### src/rtl/core/crdg_pkg.sv
// Package for the camera ray direction generator.
// Holds widths, fixed-point constants and shared types; depends on nothing.
package crdg_pkg;

   localparam int MAX_SIDE  = 4096;
   localparam int FRAC_BITS = 14;

   localparam int SIDE_W  = 13;                 // frame size register width
   localparam int COORD_W = 12;                 // pixel coordinate width
   localparam int MAG_W   = 12;                 // |2x+1-W| fits in 12 bits
   localparam int TAN_W   = 15;
   localparam int V_W     = 29;                 // scaled ray component, up to 2^28
   localparam int SQ_W    = 58;                 // sum of three squares
   localparam int ROOT_W  = SQ_W / 2;           // integer square root width
   localparam int REM_W   = ROOT_W + 3;         // square root partial remainder
   localparam int Q_W     = FRAC_BITS + 1;      // quotient, up to 2^FRAC_BITS
   localparam int DIVD_W  = V_W + FRAC_BITS + 1;
   localparam int OUT_W   = 16;
   localparam int CSR_IDX_W = 2;

   // tan(22.5 deg) in Q0.16.
   localparam logic [TAN_W-1:0] TAN_Q16 = TAN_W'(27146);

   localparam logic [SIDE_W-1:0] WIDTH_RESET  = SIDE_W'(640);
   localparam logic [SIDE_W-1:0] HEIGHT_RESET = SIDE_W'(480);

   // Pipeline depths, used for the latency figure.
   localparam int FRONT_STAGES = 4;
   localparam int DIV_STAGES   = Q_W + 1;
   localparam int LATENCY      = FRONT_STAGES + ROOT_W + DIV_STAGES + 1;

   typedef enum logic [CSR_IDX_W-1:0] {
      REG_FRAME_WIDTH  = 2'd0,
      REG_FRAME_HEIGHT = 2'd1
   } csr_index_type;

   // Unnormalized ray and its flags, carried alongside the arithmetic.
   typedef struct packed {
      logic           ok;
      logic           neg_x;
      logic           neg_y;
      logic [V_W-1:0] vx;
      logic [V_W-1:0] vy;
      logic [V_W-1:0] vz;
   } ray_type;

endpackage

### src/rtl/core/crdg_front.sv
// Front end: frame check, integer ray (a*t, b*t, H*2^16) and sum of squares.
// Four register stages; uses crdg_pkg.
module crdg_front (
   input  logic                            clock,
   input  logic                            reset,
   input  logic                            in_valid,
   input  logic [crdg_pkg::COORD_W-1:0]    pixel_x,
   input  logic [crdg_pkg::COORD_W-1:0]    pixel_y,
   input  logic [crdg_pkg::SIDE_W-1:0]     frame_width,
   input  logic [crdg_pkg::SIDE_W-1:0]     frame_height,
   output logic                            out_valid,
   output crdg_pkg::ray_type               out_ray,
   output logic [crdg_pkg::SQ_W-1:0]       out_sum
);

   localparam int SW = crdg_pkg::SIDE_W;
   localparam int MW = crdg_pkg::MAG_W;
   localparam int VW = crdg_pkg::V_W;
   localparam int QW = crdg_pkg::SQ_W;

   logic [SW-1:0] w_clamp, h_clamp;
   logic signed [SW:0] a_in, b_in;
   logic ok_in;

   logic          s1_vld_ff, s2_vld_ff, s3_vld_ff, s4_vld_ff;
   logic          s1_ok_ff, s1_nx_ff, s1_ny_ff;
   logic [MW-1:0] s1_ax_ff, s1_ay_ff;
   logic [SW-1:0] s1_h_ff;
   crdg_pkg::ray_type s2_ray_ff, s3_ray_ff, s4_ray_ff;
   logic [QW-1:0] s3_sx_ff, s3_sy_ff, s3_sz_ff, s4_sum_ff;

   always_comb begin
      w_clamp = (frame_width > SW'(crdg_pkg::MAX_SIDE)) ? SW'(crdg_pkg::MAX_SIDE) : frame_width;
      h_clamp = (frame_height > SW'(crdg_pkg::MAX_SIDE)) ? SW'(crdg_pkg::MAX_SIDE) : frame_height;
      ok_in = ({1'b0, pixel_x} < w_clamp) && ({1'b0, pixel_y} < h_clamp);
      a_in = $signed({1'b0, pixel_x, 1'b1}) - $signed({1'b0, w_clamp});
      b_in = $signed({1'b0, h_clamp}) - $signed({1'b0, pixel_y, 1'b1});
   end

   always_ff @(posedge clock) begin
      if (reset) begin
         s1_vld_ff <= 1'b0;
         s2_vld_ff <= 1'b0;
         s3_vld_ff <= 1'b0;
         s4_vld_ff <= 1'b0;
      end else begin
         s1_vld_ff <= in_valid;
         s2_vld_ff <= s1_vld_ff;
         s3_vld_ff <= s2_vld_ff;
         s4_vld_ff <= s3_vld_ff;
      end
   end

   always_ff @(posedge clock) begin
      // Stage 1: signed offsets from the frame center, split into sign and magnitude.
      s1_ok_ff <= ok_in;
      s1_nx_ff <= a_in[SW];
      s1_ny_ff <= b_in[SW];
      s1_ax_ff <= a_in[SW] ? MW'(-a_in) : MW'(a_in);
      s1_ay_ff <= b_in[SW] ? MW'(-b_in) : MW'(b_in);
      s1_h_ff  <= h_clamp;
      // Stage 2: scale by the field-of-view tangent.
      s2_ray_ff.ok    <= s1_ok_ff;
      s2_ray_ff.neg_x <= s1_nx_ff;
      s2_ray_ff.neg_y <= s1_ny_ff;
      s2_ray_ff.vx    <= VW'(s1_ax_ff) * VW'(crdg_pkg::TAN_Q16);
      s2_ray_ff.vy    <= VW'(s1_ay_ff) * VW'(crdg_pkg::TAN_Q16);
      s2_ray_ff.vz    <= {s1_h_ff, 16'd0};
      // Stage 3: squares.
      s3_ray_ff <= s2_ray_ff;
      s3_sx_ff  <= s2_ray_ff.vx * s2_ray_ff.vx;
      s3_sy_ff  <= s2_ray_ff.vy * s2_ray_ff.vy;
      s3_sz_ff  <= s2_ray_ff.vz * s2_ray_ff.vz;
      // Stage 4: squared length.
      s4_ray_ff <= s3_ray_ff;
      s4_sum_ff <= s3_sx_ff + s3_sy_ff + s3_sz_ff;
   end

   assign out_valid = s4_vld_ff;
   assign out_ray   = s4_ray_ff;
   assign out_sum   = s4_sum_ff;

endmodule

### config.mk
export PLATFORM = sky130hd
export DESIGN_NAME = crdg_front
export DESIGN_NICKNAME = d
export VERILOG_FILES = /design/src/rtl/core/crdg_pkg.sv /design/src/rtl/core/crdg_front.sv
export SDC_FILE = /design/constraint.sdc
export NUM_CORES = 2
export LEC_CHECK = 0
export ABC_AREA = 1
export BUFFER_PORTS_ARGS = -buffer_cell sky130_fd_sc_hd__buf_2
export CORE_UTILIZATION = 60
export CTS_CLUSTER_SIZE = 8
export DETAILED_ROUTE_END_ITERATION = 16
export HOLD_SLACK_MARGIN = 0.02
export PLACE_DENSITY = 0.77
export SLEW_MARGIN = 40
export SYNTH_ARGS = -nofsm -noshare
export SYNTH_HDL_FRONTEND = slang
export SYNTH_SLANG_ARGS = --single-unit
### constraint.sdc
create_clock -name clock -period 6.95 [get_ports clock]
set_input_delay 0.695 -clock clock [delete_from_list [all_inputs] [get_ports clock]]
set_output_delay 0.695 -clock clock [all_outputs]
set_load 0.005 [all_outputs]
# Word-level counts from Yosys, hierarchy flattened
# Index checks and enable logic that the tools add are counted.
word_totals:
  regBits: 444
  out_inout_bits: 149
classes:
  n_addsub: 6
  n_mul: 5
  n_lt_le_gt_ge: 4
  mux: 4
  n_reduce_logical: 1
op_table:
  columns: ["cell", "count"]
  rows:
  - ["58-bit adder", 2]
  - ["26-bit by 26-bit multiplier with 52-bit output", 2]
  - ["12-bit by 14-bit multiplier with 26-bit output, second input constant", 2]
  - ["13-bit by 13-bit subtractor with 14-bit output", 2]
  - ["13-bit > comparator, second input constant", 2]
  - ["12-bit by 13-bit less-than comparator with 1-bit output", 2]
  - ["13-bit by 13-bit multiplier with 26-bit output", 1]
  - ["13-bit 2-to-1 mux", 2]
  - ["12-bit 2-to-1 mux", 2]
  - ["12-bit negation", 2]
  - ["1-bit logical AND", 1]

# Depth between registers and ports, before layout
logic_depth:
  depth_word: 5
  ltp_mapped: 31
  mapped_depth_nobuf: 29

# Worst setup path before layout
# No wires, ideal clock.
synth_path:
  path_type: "register to register"
  start: "register s2_ray_ff[34] in the netlist's numbering"
  end: "register s3_sy_ff[42]"
  arrival_time_ns: 6.086
  setup_slack_ns: 0.744
  path_stages_with_launch: 27
  synth_period_minus_slack_ns: 6.206
  path_cell_list: "dfxtp_1 -> clkbuf_1 -> clkbuf_1 -> nand2_1 -> fa_1 -> inv_1 -> fa_1 -> fa_1 -> inv_1 -> fa_1 -> inv_1 -> fa_1 -> fa_1 -> inv_1 -> fa_1 -> inv_1 -> ha_1 -> nand2_1 -> nor2_1 -> inv_1 -> nor2_1 -> inv_1 -> nor3b_1 -> nor2_1 -> o21ai_2 -> a21oi_1 -> xnor2_1"
synth_between:
  elab_chain_len: 1
synth_rtl:
  columns: ["element", "line_no", "rtl"]
  rows:
  - ["from (decl)", "crdg_front.sv:29", "crdg_pkg::ray_type s2_ray_ff, s3_ray_ff, s4_ray_ff;"]
  - ["26-bit by 26-bit multiplier with 52-bit output", "crdg_front.sv:72", "s3_sy_ff <= s2_ray_ff.vy * s2_ray_ff.vy;"]
  - ["to (signal assigned)", "crdg_front.sv:72", null]
  - ["to (decl)", "crdg_front.sv:30", "logic [QW-1:0] s3_sx_ff, s3_sy_ff, s3_sz_ff, s4_sum_ff;"]
# No other way between the ends.
# A chain may end at the register's enable or synchronous reset.

# Worst setup path after layout
layout_path:
  start: "register s2_ray_ff[79] in the netlist's numbering"
  end: "register s3_sx_ff[35]"
layout_between:
  elab_chain_len: 1
layout_rtl:
  columns: ["element", "line_no", "rtl"]
  rows:
  - ["26-bit by 26-bit multiplier with 52-bit output", "crdg_front.sv:71", "s3_sx_ff <= s2_ray_ff.vx * s2_ray_ff.vx;"]
  - ["to (signal assigned)", "crdg_front.sv:71", null]
  - ["to (decl)", "crdg_front.sv:30", null]
# No other way between the ends.

==> out/results.txt <==
Yosys reg bits -> 428
metal2 WL -> 75700 um
Synth cell types -> 50
fillers -> 8731
DRT met1 WL -> 68300 um
status -> complete, no violations
critical path required time -> 7.48 ns
Total Wirelength -> 165000 um
Crit Path Category -> reg -> reg
synth top area cells -> fa_1, ha_1, inv_1, dfxtp_1, nand2_1
met3 WL -> 14100 um
largest net degree at the start of global routing -> 29
via count -> 49.4k
Clock Skew -> 0.0399 ns
Clock Latency Late Sink -> 0.67 ns
CTS tree -> yes
post-synthesis sequential area ratio -> 13.2%
grt ovf -> 0
H-tree depth -> 3
Synth Area per Inst -> 8.43 sq um
Core Box Area -> 107000 sq um
clk buf depth -> 3
Die H -> 331 um
Synth Flop Type -> dfxtp_1
area growth from synthesis to layout -> 7.74%
endpoints failing hold -> 0
GP Congestion -> 1.04
final clock period utilization by the worst path -> 97.4%
initial antenna violation count -> 1
Final ANT Viol Nets -> 0
DRC viols -> 0
CP Capture Type -> flip-flop
Mapped Area -> 64800 sq um
GRT Util Overall -> 31.5%
Yosys Warn Count -> 0
CTS Sinks -> 428
Highest Signal Layer -> met4
worst-path maximum fanout -> 26
Synth area leader -> fa_1
share of layout cells above drive strength 1 -> 5.76%
final setup vio count -> 0
Final min period -> 6.77 ns
EDFF count, synth -> 0
multi-input logic area -> 46900 sq um
Max Cap Viol -> 0
routed len/inst -> 17.7 um
ys async rst share -> 0%
DP HPWL -> 140000 um
post-synthesis cell count -> 7688
FF+latch area -> 8610 sq um
Max Freq -> 0.148 GHz
port bufs -> 177
Hold WC Path Type -> in -> reg
Initial Utilization -> 60.6%
CTS root buf -> clkbuf_16
drt pass-1 iters -> 6
Die ar. -> 109000 sq um
Die W -> 331 um
Std-Cell Rows -> 120
worst rel slew slack -> 41.7%
number of global-route vias before repair -> 52.5k
Clock transition at path regs -> 0.05 ns
Arr. time, crit path -> 7.30 ns
hold_buf cts -> 0
unrepaired setup endpoints after global routing -> no
Worst Max-Slew Pin Slew -> 0.874 ns
worst setup margin -> 0.184 ns
first-pass GRT wire length -> 269000 um
type of origin of the critical path -> flip-flop
vias per inst -> 5.30
Synth top area share -> 37.0%
setup TNS -> 0 ns
I/O pins -> 202
Worst Hold Slack -> 0.252 ns
clock buffer count from CTS -> 66
DR iter-0 viols -> 3750
DP Worst Slack -> -0.363 ns
fin nets -> 9889
fin. max-slew vios -> 0
[metal layers]
metal,track usage [%],vias to the layer above
met3,5.46,374
met2,50.3,2061
met1,42.5,24100
met5,0,-
met4,12.8,0
li1,-,22800
[critical path, stage by stage, from the launching register on]
cell and delay, ns:
dfxtp_1 0.45, buf_12 0.25, nand2_1 0.12, fa_1 0.55
inv_1 0.08, fa_1 0.52, fa_1 0.55, inv_1 0.06
fa_1 0.49, inv_1 0.06, fa_1 0.54, fa_1 0.53
inv_1 0.07, fa_1 0.48, inv_1 0.04, ha_1 0.34
a21oi_1 0.28, o21ai_0 0.20, a21oi_1 0.26, o21ai_1 0.19
a21oi_2 0.23, o21bai_2 0.12, xor2_2 0.25
[cell families after synthesis]
| kind of cell | after synthesis | synth area share, % |
|---|---|---|
| AO/OA/AOI/OAI | 621 | 5.37 |
| XOR/XNOR | 258 | 3.51 |
| adder cells (fa/ha/maj) | 1944 | 51.4 |
| buffers and inverters | 2495 | 14.6 |
| flip-flops | 428 | 13.2 |
| other | 1 | 0.00578 |
| AND/OR/NAND/NOR | 1941 | 11.9 |
[state kept, by name, summed over array words and instances (netlist names)]
signal     flops
s2_vld_ff      1
out_ray       68
out_valid      1
s1_vld_ff      1
s3_vld_ff      1
s1_ax_ff      12
s2_ray_ff     68
s1_h_ff       13
out_sum       56
s1_ay_ff      12
s3_sx_ff      50
s3_ray_ff     68
s1_nx_ff       1
s3_sy_ff      50
s1_ny_ff       1
s3_sz_ff      24
s1_ok_ff       1
[per-stage QoR]
step                      instances  area (sq um)  util [%]
after floorplan                7711         64900         -
after global placement         9227         67800      63.4
after detailed placement       9227         67800      63.4
after CTS                      9313         69800      65.2
after global routing           9313         69800      65.2
final                          9316         69800      65.2
[synth_stat cells (7+ instances only)]
cell type     n
a21boi_0     15
a21o_1       21
a21oi_1     299
a31oi_1      25
buf_4        24
clkbuf_1    166
dfxtp_1     428
fa_1       1199
ha_1        745
inv_1      2298
nand2_1    1342
nand3_1     145
nand4_1      31
nor2_1      348
nor3_1       30
nor4_1       19
o21a_1       17
o21ai_0     168
o21ai_1      11
o21bai_1     22
o221ai_1      7
xnor2_1     105
xor2_1      151
[cell usage in the layout, fill, tap and decap left out, types with 122 or more instances in the layout]
| cell | instances |
|---|---|
| nand3_1 | 145 |
| nor2_1 | 348 |
| buf_2 | 177 |
| nand2_1 | 1342 |
| inv_1 | 2298 |
| xor2_1 | 150 |
| a21oi_1 | 298 |
| ha_1 | 744 |
| o21ai_0 | 164 |
| fa_1 | 1199 |
| buf_4 | 122 |
| dfxtp_1 | 398 |
[repair_timing]
item / CTS / global route
resized for setup: 17 / 24
cloned: 0 / 0
pin swaps: 0 / 0
endpoints found under the hold margin: 0 / 0
setup buffers: 0 / 0
endpoints found under the setup margin: 1 / 27
[layout make-up]
class                           instances  share of cell area, %
Multi-Input combinational cell       4788                   67.2
Clock inverter                         12                  0.299
Sequential cell                       428                   12.3
Antenna cell                            3                 0.0107
Timing Repair Buffer                  309                   2.85
Clock buffer                           74                   2.46
Tap cell                             1403                   2.51
Inverter                             2299                   12.4
[worst paths after layout]
check	cells past startpoint	slack (ns)	to	from
worst min-delay path	2	0.25	s1_vld_ff	reset
worst max register to register	22	0.18	s3_sx_ff[35]	s2_ray_ff[79]
worst min register to register	0	0.31	out_ray[32]	s3_ray_ff[32]
worst max-delay path	22	0.18	s3_sx_ff[35]	s2_ray_ff[79]
Power is left out: the tool's default activity adds up to more than one toggle a clock period on the data nets, which glitch-free logic cannot reach.
